<file path="src/hw/rtl/tsls_pkg.sv">
package tsls_pkg;

  localparam int ID_W    = 8;
  localparam int COORD_W = 16;
  localparam int LEN_W   = 31;
  localparam logic [LEN_W-1:0] LEN_MAX = {LEN_W{1'b1}};

  typedef struct packed {
    logic wr_en;
    logic rd_en;
    logic sq_en;
    logic root_step;
    logic acc_clear;
    logic acc_add;
    logic best_take;
    logic best_clear;
    logic out_load;
    logic out_last;
  } tsls_cmd_t;

  typedef struct packed {
    logic better;
  } tsls_stat_t;

endpackage

</file>
<file path="src/hw/rtl/tsls_dp.sv">
module tsls_dp #(
  parameter int MAX_CITIES = 64,
  parameter int COORD_BITS = 16,
  parameter int FRAC_BITS  = 8
) (
  input  logic                                clk,
  input  logic                                rst,
  input  tsls_pkg::tsls_cmd_t                 cmd,
  output tsls_pkg::tsls_stat_t                stat,
  input  logic [$clog2(MAX_CITIES)-1:0]       wr_addr,
  input  logic [$clog2(MAX_CITIES)-1:0]       rd_a,
  input  logic [$clog2(MAX_CITIES)-1:0]       rd_b,
  input  logic [tsls_pkg::ID_W-1:0]           in_id,
  input  logic [tsls_pkg::COORD_W-1:0]        in_x,
  input  logic [tsls_pkg::COORD_W-1:0]        in_y,
  output logic [tsls_pkg::ID_W-1:0]           out_id,
  output logic [tsls_pkg::LEN_W-1:0]          out_len,
  output logic                                out_last
);
  import tsls_pkg::*;

  localparam int AW     = $clog2(MAX_CITIES);
  localparam int C      = COORD_BITS;
  localparam int RAD_W  = 2 * C + 2 + 2 * FRAC_BITS;
  localparam int ROOT_W = RAD_W / 2;
  localparam int SUM_W  = (ROOT_W + AW + 1 > 32) ? ROOT_W + AW + 1 : 32;

  logic [ID_W-1:0] id_mem [MAX_CITIES];
  logic [C-1:0]    x_mem  [MAX_CITIES];
  logic [C-1:0]    y_mem  [MAX_CITIES];

  logic [C-1:0]    xa, ya, xb, yb;
  logic [ID_W-1:0] ida;

  always_ff @(posedge clk) begin
    if (cmd.wr_en) begin
      id_mem[wr_addr] <= in_id;
      x_mem[wr_addr]  <= in_x[C-1:0];
      y_mem[wr_addr]  <= in_y[C-1:0];
    end
    if (cmd.rd_en) begin
      xa  <= x_mem[rd_a];
      ya  <= y_mem[rd_a];
      xb  <= x_mem[rd_b];
      yb  <= y_mem[rd_b];
      ida <= id_mem[rd_a];
    end
  end

  logic signed [C:0] dx, dy;
  logic [C-1:0]      ax, ay;
  logic [2*C-1:0]    sqx, sqy;
  logic [2*C:0]      sumsq;

  always_comb begin
    dx    = $signed({xa[C-1], xa}) - $signed({xb[C-1], xb});
    dy    = $signed({ya[C-1], ya}) - $signed({yb[C-1], yb});
    ax    = dx[C] ? C'(-dx) : dx[C-1:0];
    ay    = dy[C] ? C'(-dy) : dy[C-1:0];
    sqx   = ax * ax;
    sqy   = ay * ay;
    sumsq = {1'b0, sqx} + {1'b0, sqy};
  end

  logic [RAD_W-1:0]  rad;
  logic [ROOT_W+1:0] rem;
  logic [ROOT_W-1:0] root;
  logic [ROOT_W+1:0] rem_sh, trial;

  always_comb begin
    rem_sh = {rem[ROOT_W-1:0], rad[RAD_W-1 -: 2]};
    trial  = {root, 2'b01};
  end

  always_ff @(posedge clk) begin
    if (cmd.sq_en) begin
      rad  <= RAD_W'(sumsq) << (2 * FRAC_BITS);
      rem  <= '0;
      root <= '0;
    end else if (cmd.root_step) begin
      rad <= rad << 2;
      if (rem_sh >= trial) begin
        rem  <= rem_sh - trial;
        root <= {root[ROOT_W-2:0], 1'b1};
      end else begin
        rem  <= rem_sh;
        root <= {root[ROOT_W-2:0], 1'b0};
      end
    end
  end

  logic [SUM_W-1:0] acc;
  logic [LEN_W-1:0] cost;
  logic [LEN_W-1:0] best_len;

  always_ff @(posedge clk) begin
    if (cmd.acc_clear) begin
      acc <= '0;
    end else if (cmd.acc_add) begin
      acc <= acc + SUM_W'(root);
    end
  end

  always_comb begin
    cost        = (acc > SUM_W'(LEN_MAX)) ? LEN_MAX : acc[LEN_W-1:0];
    stat.better = cost < best_len;
  end

  always_ff @(posedge clk) begin
    if (rst) begin
      best_len <= '0;
    end else if (cmd.best_clear) begin
      best_len <= '0;
    end else if (cmd.best_take) begin
      best_len <= cost;
    end
  end

  always_ff @(posedge clk) begin
    if (cmd.out_load) begin
      out_id   <= ida;
      out_last <= cmd.out_last;
    end
  end

  assign out_len = best_len;

endmodule

</file>
<file path="config.mk">
export PLATFORM = sky130hd
export DESIGN_NAME = tsls_dp
export DESIGN_NICKNAME = d
export VERILOG_FILES = /design/src/hw/rtl/tsls_pkg.sv /design/src/hw/rtl/tsls_dp.sv
export SDC_FILE = /design/constraint.sdc
export NUM_CORES = 2
export LEC_CHECK = 0
export BUFFER_PORTS_ARGS = -buffer_cell sky130_fd_sc_hd__buf_4
export CORE_MARGIN = 4
export CORE_UTILIZATION = 40
export CTS_CLUSTER_SIZE = 10
export DETAILED_ROUTE_END_ITERATION = 10
export MAX_ROUTING_LAYER = met4
export PLACE_DENSITY = 0.57
export REMOVE_ABC_BUFFERS = 1
export SKIP_LAST_GASP = 1
export SLEW_MARGIN = 20
export SYNTH_ARGS = -nofsm -noshare
export SYNTH_HDL_FRONTEND = slang
export SYNTH_SLANG_ARGS = --single-unit
</file>
<file path="constraint.sdc">
create_clock -name clk -period 16.2 [get_ports clk]
set_input_delay 0 -clock clk [delete_from_list [all_inputs] [get_ports clk]]
set_output_delay 0 -clock clk [all_outputs]
set_load 0.01 [all_outputs]
</file>
* Word level (Yosys, flattened, before mapping)
Memory sizes are Yosys's and may differ from the RTL's. A register that Yosys moved wholly into a read port is not among the register bits.
Cells that the tools add are included.
** Word-level totals
- Output and inout port bits :: 41
- Memory bits (writable) :: 2560
- Flip-flop bits (word level) :: 156
- Input port bits :: 70
- Logic and storage cells :: 34
- Memories :: 3
** Memory list
- x_mem :: depth 64, bits a word 16, rd ports 2, clocked after memory_dff 2, write ports 1, RTL line tsls_dp.sv:29 : logic [C-1:0] x_mem [MAX_CITIES];
- y_mem :: depth 64, bits a word 16, rd ports 2, clocked after memory_dff 2, write ports 1, RTL line tsls_dp.sv:30 : logic [C-1:0] y_mem [MAX_CITIES];
- id_mem :: depth 64, bits a word 8, rd ports 1, clocked after memory_dff 1, write ports 1, RTL line tsls_dp.sv:28 : logic [ID_W-1:0] id_mem [MAX_CITIES];
** Operators by class
- Reduce and logical (&&, ||, !) cells :: 2
- Magnitude comparators :: 3
- $add $sub $neg :: 7
- $mul :: 2
- Muxes and demuxes :: 9
** Operators with widths (number)
- $mux 49 :: 2
- $mul 16x16->32 :: 2
- $sub 16x16->17 :: 2
- $add 32x32->33 :: 1
- $add 32x25->32 :: 1
- $gt 32x31->1 const B :: 1
- $mux 16 :: 2
- $neg 16->16 :: 2
- $lt 31x31->1 :: 1
- $mux 31 :: 1
- $ge 27x27->1 :: 1
- $mux 25 :: 1
- $sub 25x25->25 :: 1
- $mux 1 :: 3
- $reduce_bool 2->1 :: 1
- $reduce_or 2->1 :: 1

* Logic depth before layout (Yosys ltp)
- Word-level depth :: 6
- Depth in mapped cells :: 46
- Depth with buffers taken out :: 44

* Worst setup path before layout
OpenSTA, ideal clock, no wires.
- Path type :: register -> register
- Start point :: reg xa[0], read port of x_mem
- End point :: reg rad[47], data pin
- Path buffers :: 2
- Data required time :: 15.940 ns
- Path slack :: 5.603 ns
- Cell stages (with the launch flop) :: 43
- Clock period less this slack :: 10.597 ns
- Data arrival time :: 10.337 ns
- Library setup time :: 0.260 ns
- Path through :: edfxtp_1 inv_1 ha_1 inv_1 fa_1 a21o_1 a21oi_1 o21bai_1 a21oi_1 o21ai_1 a21oi_1 a211oi_1 a31oi_1 clkbuf_1 o21ai_0 xor2_1 clkbuf_1 nor2_1 (+7 left out) inv_1 fa_1 fa_1 inv_1 fa_1 fa_1 inv_1 ha_1 a21o_1 a21o_1 a221oi_1 a21boi_0 o21ai_0 a221oi_1 o2111ai_1 a21oi_1 xnor2_1 mux2_2
** Between the ends
- Cells in the longest elaborated chain, start to end :: 6
** Ends and longest elaborated chain
- start, declared :: RTL line tsls_dp.sv:32 : logic [C-1:0] xa, ya, xb, yb;
- $sub 16x16->17 * :: RTL line tsls_dp.sv:56 : dx = $signed({xa[C-1], xa}) - $signed({xb[C-1], xb});
- $neg 16->16 :: RTL line tsls_dp.sv:58 : ax = dx[C] ? C'(-dx) : dx[C-1:0];
- $mux 16 * :: RTL line tsls_dp.sv:58
- $mul 16x16->32 * :: RTL line tsls_dp.sv:60 : sqx = ax * ax;
- $add 32x32->33 * :: RTL line tsls_dp.sv:62 : sumsq = {1'b0, sqx} + {1'b0, sqy};
- $mux 49 * :: RTL line tsls_dp.sv:76 : if (cmd.sq_en) begin
- end signal, assigned :: RTL line tsls_dp.sv:77 : rad <= RAD_W'(sumsq) << (2 * FRAC_BITS);
- end signal, assigned :: RTL line tsls_dp.sv:81 : rad <= rad << 2;
- end, declared :: RTL line tsls_dp.sv:65 : logic [RAD_W-1:0] rad;
Every way passes the cells marked *; elsewhere a longest branch is shown, timed or not.
A chain may end at the register's enable or synchronous reset.

* Worst setup path in the final report
Ends and elaborated chain as after synthesis.

==> out/metrics.yaml <==
outcome: "completed"
die_y_um: 602
grt-ovfl-total: 0
grt_pass1_vias: 81100
timing.clock.skew_ns: 0.0979
hp-class: "in -> reg"
clk_latency_ns: 0.95
min_to: "ida[0]$_DFFE_PP_"
via_per_inst: 6.17
cp_common_cell: "fa_1"
ys_types: 77
grt_pass1_wl_um: 613000
ys_async_sr_fraction_pct: 0
cts.sinks: 2788
wl_per_cell_um: 34.4
ys_warn_count: 0
first_pass_iters: 5
netlist_area_um2: 141000
placedInstanceArea_um2: 148000
cts_root_buf: "clkbuf_16"
post_cts_buffers: 0
nNetsFinal: 8601
drt_iter0_markers: 9012
rrSetupSlack_ns: 3.80
synth-seq-cells: 2788
seq_area_frac_synth_pct: 58.5
clk_pin_slew_worst_paths_ns: 0.05
setup_tns_ns: 0
portBuffers: 110
clock_path_buffers: 4
drive_gt1_share_pct: 29.5
antenna_found_initial: 27
grt_setup_unrepaired: "no"
critical_path_peak_fanout: 14
ant_nets: 0
ys.flop_type: "edfxtp_1"
synth_edf_count: 2674
dp_cells: 12000
fin_crit_ns: 12.40
worstReg2RegEnd: "rad[47]$_DFFE_PP_"
via_count: 77700
crit-reg2reg-launch: "xa[0]$_DFFE_PP_"
worstRegToRegCells: 37
setup_viol: 0
hold_slack_ns: 0.0659
crit_slowest_cell: "a31oi_1"
area_delta_synth_final_pct: 12.1
track_usage_pct: 24.4
fin_area_um2: 158000
core_area_um2: 350000
dieArea_um2: 362000
dp_hpwl_um: 250000
numCtsBuffers: 334
critPathTopFamily: "adder cells"
syn_area_per_cell_um2: 18.6
path_class: "reg -> reg"
crit_buf_inv: 5
relSlewSlack_pct: 23.0
netlist_instances: 7577
cpPeakStageDelay_ns: 0.77
worstSetupEndpointType: "register"
cts_htree_levels: 5
row_count: 217
path_depth: 37
start_kind: "register"
cp.arrival_ns: 13.01
hold_viol_final: 0
cts_tree: "built"
grt_max_degree: 120
finalCritPeriodShare_pct: 76.5
hold_depth: 2
gp_congestion: 0.846
fin_cells: 12600
io_pins: 111
initial_core_util_pct: 40.3
cts-resized-gates: 0
drv_slew: 0
clock.fmax_mhz: 80.7
worst_pin_slew_ns: 1.15
min_from: "cmd[8]"
remaining_drc_errors: 0
cp_data_required_time_ns: 16.82
dieWidth_um: 602
drv_cap: 0
totalWireLength_um: 432000
[layer usage]
metal  GRT usage, %  up-vias  wire, µm
li1               -    30900         -
met1           32.2    42300    169000
met2           39.3     3662    213000
met3           3.66      793     34300
met4           7.50        0     15400
met5              -        -         0
[sequential cells by signal, summed over array words and instances (netlist names)]
signal    count
acc          32
id_mem      512
ida           8
out_id        8
out_last      1
out_len      31
rad          34
rem          25
root         25
x_mem      1024
xa           16
xb           16
y_mem      1024
ya           16
yb           16
[final cells by class]
cell class                      count  area (µm²)
Antenna cell                       18        45.0
Clock buffer                      418        8850
Clock inverter                     54         553
Fill cell                       29800      192000
Inverter                          658        2470
Multi-Input combinational cell   3706       54900
Sequential cell                  2788       82600
Tap cell                         4599        5750
Timing Repair Buffer              344        2950
[cell families (layout without fill, tap and decap cells)]
logic type                 after synthesis  after routing  synth area share [%]
DFF                                   2788           2788                  58.5
muxes                                 1640           1640                  24.9
buffers and inverters                 1083           1474                  2.89
and+or+nand+nor                        817            817                  2.64
adders and majority gates              699            699                  8.25
AOI/OAI and AO/OA                      415            415                  1.93
xor gates and xnor gates               135            135                 0.849
other                                    0             18                     0
[how the worst max path moves through the flow]
| stage | slack, ns | from | endpoint |
|---|---|---|---|
| 6_report | 3.80 | xa[0]$_DFFE_PP_ | rad[47]$_DFFE_PP_ |
| 5_1_grt | 3.10 | xa[0]$_DFFE_PP_ | rad[47]$_DFFE_PP_ |
| 4_1_cts | 3.80 | xa[0]$_DFFE_PP_ | rad[47]$_DFFE_PP_ |
| 3_5_place_dp | 3.78 | xa[0]$_DFFE_PP_ | rad[47]$_DFFE_PP_ |
| 3_3_place_gp | 4.06 | xa[0]$_DFFE_PP_ | rad[47]$_DFFE_PP_ |
| 2_1_floorplan | 5.43 | xa[0]$_DFFE_PP_ | rad[47]$_DFFE_PP_ |
[per-stage QoR]
stage	utilization, %	setup WS (ns)
after floorplan	-	5.43
after global routing	45.1	3.10
final	45.2	3.80
after CTS	45.1	3.80
after global placement	42.3	4.06
after detailed placement	42.3	3.78
[cells in the final DEF (no fill, tap or decap), drive strengths merged, types with 8 or more instances in the layout]
cell type	Yosys	routed
o21a	21	21
a211oi	32	32
and3	12	12
a31oi	17	17
nand3	31	31
ha	313	313
or2	54	54
xnor2	84	84
nand2	158	158
nor3	25	25
a21boi	9	9
dfxtp	114	114
fa	386	386
nor4	9	9
nand4	11	11
edfxtp	2674	2674
or3	16	16
a31o	8	8
o21bai	19	19
mux2	51	51
nor3b	11	11
buf	129	278
a21oi	123	123
mux4	1491	1491
nor2	399	399
clkbuf	296	419
diode	0	18
nor2b	31	31
inv	651	668
o211ai	9	9
mux2i	98	98
and2	8	8
clkinv	7	39
a21o	41	41
xor2	51	51
dlygate4sd3	0	65
o21ai	82	82
nand2b	36	36
[worst reg2reg max path, delay by kind of cell, from the launching register on]
kind | cells | cell delay [ns]
AOI/OAI and AO/OA | 16 | 4.60
xor gates and xnor gates | 2 | 0.81
muxes | 1 | 0.26
buffers and inverters | 5 | 0.81
adders and majority gates | 11 | 4.76
and+or+nand+nor | 2 | 0.54
DFF | 1 | 0.35
[Yosys cell counts (all sizes together) (9+ instances only)]
library cell	n	area, µm²
mux2	51	574
nor3b	11	82.6
a31oi	17	106
nor2b	31	201
or3	16	100
nand3	31	155
nand2	158	593
fa	386	7730
or2	54	338
edfxtp	2674	80300
buf	129	495
o21a	21	158
a21o	41	308
mux4	1491	33600
inv	651	2440
a21boi	9	67.6
a211oi	32	253
nand2b	36	225
o211ai	9	67.6
xnor2	84	743
nor4	9	71.3
nor2	399	1500
ha	313	3920
and3	12	75.1
dfxtp	114	2280
o21bai	19	143
nor3	25	125
xor2	51	454
o21ai	82	410
a21oi	123	616
nand4	11	68.8
clkbuf	296	1110
mux2i	98	981
[what timing repair did]
action	CTS	global route
hold buffers	66	0
hold endpoints to repair	2890	0
setup endpoints to repair	0	0
Power is left out: the tool's default activity adds up to more than one toggle a clock period on the data nets, which glitch-free logic cannot reach.
