$ cat config.mk
export PLATFORM = sky130hd
export DESIGN_NAME = tsls_ctrl
export DESIGN_NICKNAME = d
export VERILOG_FILES = /design/src/hw/rtl/tsls_pkg.sv /design/src/hw/rtl/tsls_ctrl.sv
export SDC_FILE = /design/constraint.sdc
export NUM_CORES = 1
export LEC_CHECK = 0
export BUFFER_PORTS_ARGS = -buffer_cell sky130_fd_sc_hd__buf_4
export CORE_ASPECT_RATIO = 1.2
export CORE_MARGIN = 1.5
export CORE_UTILIZATION = 28
export DETAILED_ROUTE_END_ITERATION = 8
export PLACE_DENSITY = 0.46
export SYNTH_ARGS = -nofsm -noshare
export SYNTH_HDL_FRONTEND = slang
export SYNTH_SLANG_ARGS = --single-unit
$ cat constraint.sdc
create_clock -name clk -period 7.8 [get_ports clk]
set_input_delay 1.17 -clock clk [delete_from_list [all_inputs] [get_ports clk]]
set_output_delay 1.17 -clock clk [all_outputs]
set_load 0.005 [all_outputs]
$ cat src/hw/rtl/tsls_pkg.sv
package tsls_pkg;

  localparam int ID_W    = 8;
  localparam int COORD_W = 16;
  localparam int LEN_W   = 31;
  localparam logic [LEN_W-1:0] LEN_MAX = {LEN_W{1'b1}};

  typedef struct packed {
    logic wr_en;
    logic rd_en;
    logic sq_en;
    logic root_step;
    logic acc_clear;
    logic acc_add;
    logic best_take;
    logic best_clear;
    logic out_load;
    logic out_last;
  } tsls_cmd_t;

  typedef struct packed {
    logic better;
  } tsls_stat_t;

endpackage

$ cat src/hw/rtl/tsls_ctrl.sv
module tsls_ctrl #(
  parameter int MAX_CITIES = 64,
  parameter int ROOT_W     = 25
) (
  input  logic                            clk,
  input  logic                            rst,
  input  logic                            in_valid,
  input  logic                            in_last,
  output logic                            in_ready,
  output logic                            out_valid,
  input  logic                            out_ready,
  input  tsls_pkg::tsls_stat_t            stat,
  output tsls_pkg::tsls_cmd_t             cmd,
  output logic [$clog2(MAX_CITIES)-1:0]   wr_addr,
  output logic [$clog2(MAX_CITIES)-1:0]   rd_a,
  output logic [$clog2(MAX_CITIES)-1:0]   rd_b
);
  import tsls_pkg::*;

  localparam int AW = $clog2(MAX_CITIES);
  localparam int CW = $clog2(MAX_CITIES + 1);
  localparam int KW = $clog2(ROOT_W + 1);

  typedef enum logic [8:0] {
    ST_LOAD  = 9'b000000001,
    ST_RD    = 9'b000000010,
    ST_SQ    = 9'b000000100,
    ST_ROOT  = 9'b000001000,
    ST_ACC   = 9'b000010000,
    ST_EVAL  = 9'b000100000,
    ST_E_RD  = 9'b001000000,
    ST_E_LD  = 9'b010000000,
    ST_E_OUT = 9'b100000000
  } state_t;

  function automatic logic [AW-1:0] swap_pos(input logic [AW-1:0] q, input logic [AW-1:0] a,
                                             input logic [AW-1:0] b);
    if (q == a) return b;
    if (q == b) return a;
    return q;
  endfunction

  state_t        state, state_next;
  logic [CW-1:0] cnt, cnt_next;
  logic [CW-1:0] n, n_next;
  logic [AW-1:0] i, i_next, j, j_next, p, p_next;
  logic [AW-1:0] bf, bf_next, bs, bs_next;
  logic [KW-1:0] k, k_next;
  logic          room, p_end, first;
  logic [CW-1:0] n_load;

  always_comb begin
    room   = cnt < CW'(MAX_CITIES);
    n_load = room ? cnt + CW'(1) : cnt;
    p_end  = CW'(p) == n - CW'(1);
    first  = (i == '0) && (j == AW'(1));
  end

  always_comb begin
    state_next = state;
    cnt_next   = cnt;
    n_next     = n;
    i_next     = i;
    j_next     = j;
    p_next     = p;
    bf_next    = bf;
    bs_next    = bs;
    k_next     = k;
    cmd        = '0;
    in_ready   = 1'b0;
    out_valid  = 1'b0;
    wr_addr    = cnt[AW-1:0];
    rd_a       = swap_pos(p, i, j);
    rd_b       = p_end ? swap_pos('0, i, j) : swap_pos(p + AW'(1), i, j);
    unique case (state)
      ST_LOAD: begin
        in_ready = 1'b1;
        if (in_valid) begin
          cmd.wr_en = room;
          cnt_next  = n_load;
          if (in_last) begin
            n_next        = n_load;
            i_next        = '0;
            j_next        = AW'(1);
            p_next        = '0;
            bf_next       = '0;
            bs_next       = '0;
            cmd.acc_clear = 1'b1;
            if (n_load == CW'(1)) begin
              cmd.best_clear = 1'b1;
              state_next     = ST_E_RD;
            end else begin
              state_next = ST_RD;
            end
          end
        end
      end
      ST_RD: begin
        cmd.rd_en  = 1'b1;
        state_next = ST_SQ;
      end
      ST_SQ: begin
        cmd.sq_en  = 1'b1;
        k_next     = '0;
        state_next = ST_ROOT;
      end
      ST_ROOT: begin
        cmd.root_step = 1'b1;
        k_next        = k + KW'(1);
        if (k == KW'(ROOT_W - 1)) begin
          state_next = ST_ACC;
        end
      end
      ST_ACC: begin
        cmd.acc_add = 1'b1;
        if (p_end) begin
          state_next = ST_EVAL;
        end else begin
          p_next     = p + AW'(1);
          state_next = ST_RD;
        end
      end
      ST_EVAL: begin
        cmd.acc_clear = 1'b1;
        p_next        = '0;
        if (first || stat.better) begin
          cmd.best_take = 1'b1;
          bf_next       = i;
          bs_next       = j;
        end
        if (CW'(j) == n - CW'(1)) begin
          if (CW'(i) == n - CW'(2)) begin
            state_next = ST_E_RD;
          end else begin
            i_next     = i + AW'(1);
            j_next     = i + AW'(2);
            state_next = ST_RD;
          end
        end else begin
          j_next     = j + AW'(1);
          state_next = ST_RD;
        end
      end
      ST_E_RD: begin
        rd_a       = swap_pos(p, bf, bs);
        cmd.rd_en  = 1'b1;
        state_next = ST_E_LD;
      end
      ST_E_LD: begin
        cmd.out_load = 1'b1;
        cmd.out_last = p_end;
        state_next   = ST_E_OUT;
      end
      ST_E_OUT: begin
        out_valid = 1'b1;
        if (out_ready) begin
          if (p_end) begin
            cnt_next   = '0;
            state_next = ST_LOAD;
          end else begin
            p_next     = p + AW'(1);
            state_next = ST_E_RD;
          end
        end
      end
      default: state_next = ST_LOAD;
    endcase
  end

  always_ff @(posedge clk) begin
    if (rst) begin
      state <= ST_LOAD;
      cnt   <= '0;
      n     <= '0;
      i     <= '0;
      j     <= '0;
      p     <= '0;
      bf    <= '0;
      bs    <= '0;
      k     <= '0;
    end else begin
      state <= state_next;
      cnt   <= cnt_next;
      n     <= n_next;
      i     <= i_next;
      j     <= j_next;
      p     <= p_next;
      bf    <= bf_next;
      bs    <= bs_next;
      k     <= k_next;
    end
  end

endmodule

-- Yosys cells after proc, flatten, opt, wreduce, memory -nomap -nowiden
Index checks and enable logic that the tools add are counted.
Widths: inputs -> output; s select.
- logic and storage cells: 147
- input port bits: 6
- register bits: 58
- $lt $le $gt $ge: 1
- add/sub/neg operators: 8
- reductions and logical operators: 16
- multiplexer cells: 83
- eq/ne operators: 30
- operators by type and width (cell ; number):
    $mux 6 ; 31
    $pmux 9 s9 ; 1
    $mux 7 ; 7
    $pmux 6 s2 ; 4
    $mux 9 ; 5
    $eq 6x6->1 ; 6
    $mux 1 ; 30
    $pmux 6 s4 ; 1
    $eq 6x7->1 ; 3
    $reduce_and 4->1 ; 5
    $add 6x1->6 const B ; 3
    $ne 2x2->1 const B ; 8
    $pmux 7 s2 ; 1
    $logic_not 6->1 ; 2
    $pmux 5 s2 ; 1
    $eq 9x1->1 const B ; 1
    $eq 9x2->1 const B ; 1
    $eq 9x3->1 const B ; 1
    $eq 9x4->1 const B ; 1
    $eq 9x5->1 const B ; 1
    $eq 9x6->1 const B ; 1
    $eq 9x7->1 const B ; 1
    $eq 9x8->1 const B ; 1
    $eq 9x9->1 const B ; 1
    other kinds (19) ; 21

-- Logic depth before layout (Yosys ltp)
- word-level depth: 8
- gate-level depth with buffers: 13
- gate-level depth less buffers: 9

-- Worst setup path after synthesis
No wires, ideal clock.
- kind: register to output
- from: register n[0]
- to: output port rd_b[1]
- required time: 6630 ps
- cell stages (with the launch flop): 11
- buffers on the path: 2
- slack: 3891 ps
- arrival: 2739 ps
- path through: dfxtp_1 -> buf_2 -> inv_1 -> ha_1 -> or3b_1 -> buf_2 -> nor3_1 -> xor2_1 -> nor4b_2 -> mux2_2 -> a221oi_1
- word-level cells in the longest chain between the ends: 3
- RTL lines (what ; RTL line ; source):
    start: declaration ; tsls_ctrl.sv:45 ; logic [CW-1:0] n, n_next;
    start signal: assignment ; tsls_ctrl.sv:184 ; n <= n_next;
    $sub 7x1->7 ; tsls_ctrl.sv:55 ; p_end = CW'(p) == n - CW'(1);
    $eq 6x7->1 ; tsls_ctrl.sv:55 ;
    $mux 6 ; tsls_ctrl.sv:74 ; rd_b = p_end ? swap_pos('0, i, j) : swap_pos(p + AW'(1), i, j);
    end: declaration ; tsls_ctrl.sv:16 ; output logic [$clog2(MAX_CITIES)-1:0] rd_b
No other way between the ends.

-- Final worst setup path
- from: register n[1]
- to: output port rd_b[1]
Same word-level chain as after synthesis.

==> results.py <==
metrics = {
    "yosys": {
        "synth-edff-count": 0,
        "syn_area_um2": 4760,
        "yosys_most_used_dff": "dfxtp_1",
        "netlist.top_cell.by_area": "dfxtp_1",
        "synth_seq_area_share_pct": 24.4,
        "async_flop_share_pct": 0,
        "synth_top_area_share_pct": 24.4,
        "ys_ff_latch": 58,
        "synth_area_leaders": "dfxtp_1 (24%), xnor2_1 (7.4%), xor2_1 (6.1%)",
        "ys_warn_count": 0,
        "yosysUniqueCellTypes": 73,
        "syn_avg_cell_area_um2": 7.64,
        "synth_cells": 623,
        "synth_nets": 642,
    },
    "sta": {
        "worst_slack_ps": 2990,
        "slew_headroom_pct": 35.4,
        "rsz0062_at_grt": "false",
        "fin_crit_sh_pct": 61.7,
        "final_max_slew_viol_count": 0,
        "setup_tns_ps": 0,
        "setup_viol": 0,
        "fin_skew_ps": 8.40,
        "hold_viol": 0,
        "holdWs_ps": 527,
        "max_slew.worst_pin.slew_ps": 967,
        "post-route-min-period_ps": 4810,
        "clock.fmax_mhz": 208,
    },
    "place": {
        "placed_area_um2": 5040,
        "hpwlAfterDp_um": 9840,
        "place.port_buffers": 35,
        "pre_cts_slack_ps": 3360,
        "place.gp.congestion": 0.845,
    },
    "grt": {
        "grt-ovfl-total": 0,
        "grt_usage_pct": 16.0,
        "grt_pass1_wl_um": 22300,
        "antenna_found_initial": 0,
        "grt_pass1_vias": 4164,
        "grt_start_max_net_pins": 51,
    },
    "floorplan": {
        "pin_count": 36,
        "row_count": 52,
        "die_w_um": 122,
        "die_area_um2": 17800,
        "coreArea_um2": 16800,
        "start_util_pct": 28.4,
        "die_h_um": 146,
    },
    "hold_path": {
        "whs_path_depth": 2,
        "min_to": "k[4]$_SDFFE_PP0P_",
        "hp-class": "flip-flop to flip-flop",
        "hold_start": "k[4]$_SDFFE_PP0P_",
    },
    "layout": {
        "design_area_um2": 5310,
        "n_antenna_cell": 0,
        "syn_to_final_growth_pct": 11.6,
        "nets": 630,
        "drive_above_1_share_pct": 12.2,
    },
    "cts": {
        "ctsResizeCount": 0,
        "cts_hold_buffers": 0,
        "cts_tree": "done",
        "clk_path_buf_depth": 2,
        "clk_latency_ps": 330,
        "h-tree-depth": 3,
        "numCtsBuffers": 9,
        "cts.clk_slew.worst_paths_ps": 50,
        "root_buffer": "clkbuf_16",
        "cts_setup_buffers": 0,
        "clkSinkCount": 58,
    },
    "flow_run": {
        "maxCapViolCount": 0,
    },
    "routing": {
        "dr.pass1.iters": 4,
        "routed_wl_um": 13800,
        "wire_per_inst_um": 16.6,
        "via_count": 4340,
        "first_iter_violations": 214,
        "ant_nets": 0,
        "drc": 0,
        "via_per_inst": 5.23,
    },
    "pwr": {
        "intPower_mw": 0.728,
        "vdd_drop_max_mv": 0.106,
        "pwr_density_cell_nw_per_um2": 215,
        "p_clk_share_pct": 32.9,
        "p_comb_share_pct": 35.2,
        "swShare_pct": 36.2,
        "p_switching_mw": 0.413,
        "power_leakage_nw": 2.11,
        "seqPwrFrac_pct": 31.8,
        "p_total_mw": 1.14,
    },
    "worst_setup_path": {
        "worstSetupStartpoint": "n[1]$_SDFFE_PP0P_",
        "path_max_fanout": 8,
        "cp.required_ps": 6630,
        "r2r_start": "n[1]$_SDFFE_PP0P_",
        "r2r_slack_ps": 4530,
        "crit_path_end_kind": "output port",
        "critPathArrivalTime_ps": 3640,
        "reg2reg_depth": 9,
        "criticalPathCategory": "flip-flop to output port",
        "cp-start-kind": "flip-flop",
        "r2r-end": "cnt[1]$_SDFFE_PP0P_",
    },
    "outcome": {
        "outcome": "complete, no violations",
    },
}
-- cells in the mapped netlist (4+ instances only) --
library cell and n:
a21oi_1 26, buf_2 16, mux2i_1 22, a31oi_1 8, ha_1 13, dfxtp_1 58
a211oi_1 7, nand2_1 53, nand4_1 6, inv_1 19, nand3_1 24, clkbuf_1 30
a21o_1 4, xnor2_1 40, and2_1 7, a22oi_1 16, o21ai_0 35, nor4_1 7
o211ai_1 5, nand2b_1 14, xor2_1 33, nor2_1 55, nor3_1 15, buf_4 6
and3_1 6, or2_2 4, a41oi_1 4, nand3b_1 6, buf_1 8, or3_1 4
nor2b_1 6
-- state kept, by name (all words and copies together), names as in the netlist --
name   cells
bf         6
bs         6
cnt        7
i          6
j          6
k          5
n          7
p          6
state      9
-- how the worst max path moves through the flow --
stage,to,slack (ps),cells past startpoint
after global placement,rd_b[1],3490,9
after detailed placement,rd_b[1],3360,9
final,rd_b[1],2990,9
after floorplan,rd_b[1],3890,10
after global routing,rd_b[1],2760,9
after CTS,rd_b[1],2990,9
-- layer usage --
| metal | wire [µm] | share of wire, % | track usage (%) |
|---|---|---|---|
| met1 | 6590 | 48 | 21.3 |
| met3 | 486 | 3.5 | 1.92 |
| met4 | 371 | 2.7 | 6.98 |
| met5 | 0 | 0 | 0 |
| met2 | 6360 | 46 | 25.8 |
-- power groups by stage --
stage	logic (mW)	registers [mW]	clock network, mW
floorplan	0.336	0.335	0
global placement	0.397	0.367	0
detailed placement	0.399	0.368	0
CTS	0.401	0.363	0.385
global route	0.450	0.368	0.395
finish	0.402	0.363	0.376
-- critical path: stages (launching register included) --
cell      delay, ps
dfxtp_1         370
inv_1           130
ha_1            220
or3b_1          450
nor3_1          200
xor2_1          140
nor4b_2         870
mux2_2          460
a221oi_1        320
buf_4           160
-- per-stage QoR --
| stage | cells | utilization (%) |
|---|---|---|
| after floorplan | 623 | - |
| after detailed placement | 816 | 30.0 |
| after global placement | 816 | 30.0 |
| after global routing | 830 | 31.6 |
| final | 830 | 31.6 |
| after CTS | 830 | 31.6 |
-- layout make-up --
cell class / instances / area [µm²]
repair buffers: 38 / 285
clock inverters: 4 / 45.0
well taps: 216 / 270
fillers: 1818 / 11500
multi-input cells: 485 / 3250
flip-flops and latches: 58 / 1160
clock buffers: 10 / 229
inverters: 19 / 71.3
-- cell usage in the layout (no fill, tap or decap), drive strengths merged, types with 7 or more instances in the layout --
cell type | Yosys | routed
ha | 13 | 13
nor4 | 10 | 10
a211oi | 7 | 7
a31oi | 8 | 8
inv | 19 | 19
nand2 | 53 | 53
buf | 31 | 38
a22oi | 16 | 16
nand3b | 7 | 7
clkbuf | 30 | 10
xor2 | 33 | 33
a21oi | 27 | 27
xnor2 | 40 | 40
nand3 | 24 | 24
nor2 | 55 | 55
nor3 | 17 | 17
nand2b | 14 | 14
and2 | 7 | 7
o21ai | 35 | 35
mux2i | 22 | 22
dfxtp | 58 | 58
-- logic make-up after synthesis --
logic type | count (synthesis) | share of synthesized area (%)
buffers and inverters | 80 | 7.36
multiplexers | 25 | 5.33
AO/OA/AOI/OAI | 138 | 19.5
adder cells (fa/ha/maj) | 13 | 3.42
flip-flops | 58 | 24.4
AND/OR/NAND/NOR | 236 | 26.6
XOR/XNOR | 73 | 13.4
No activity file was read; power rests on OpenSTA's default activity.
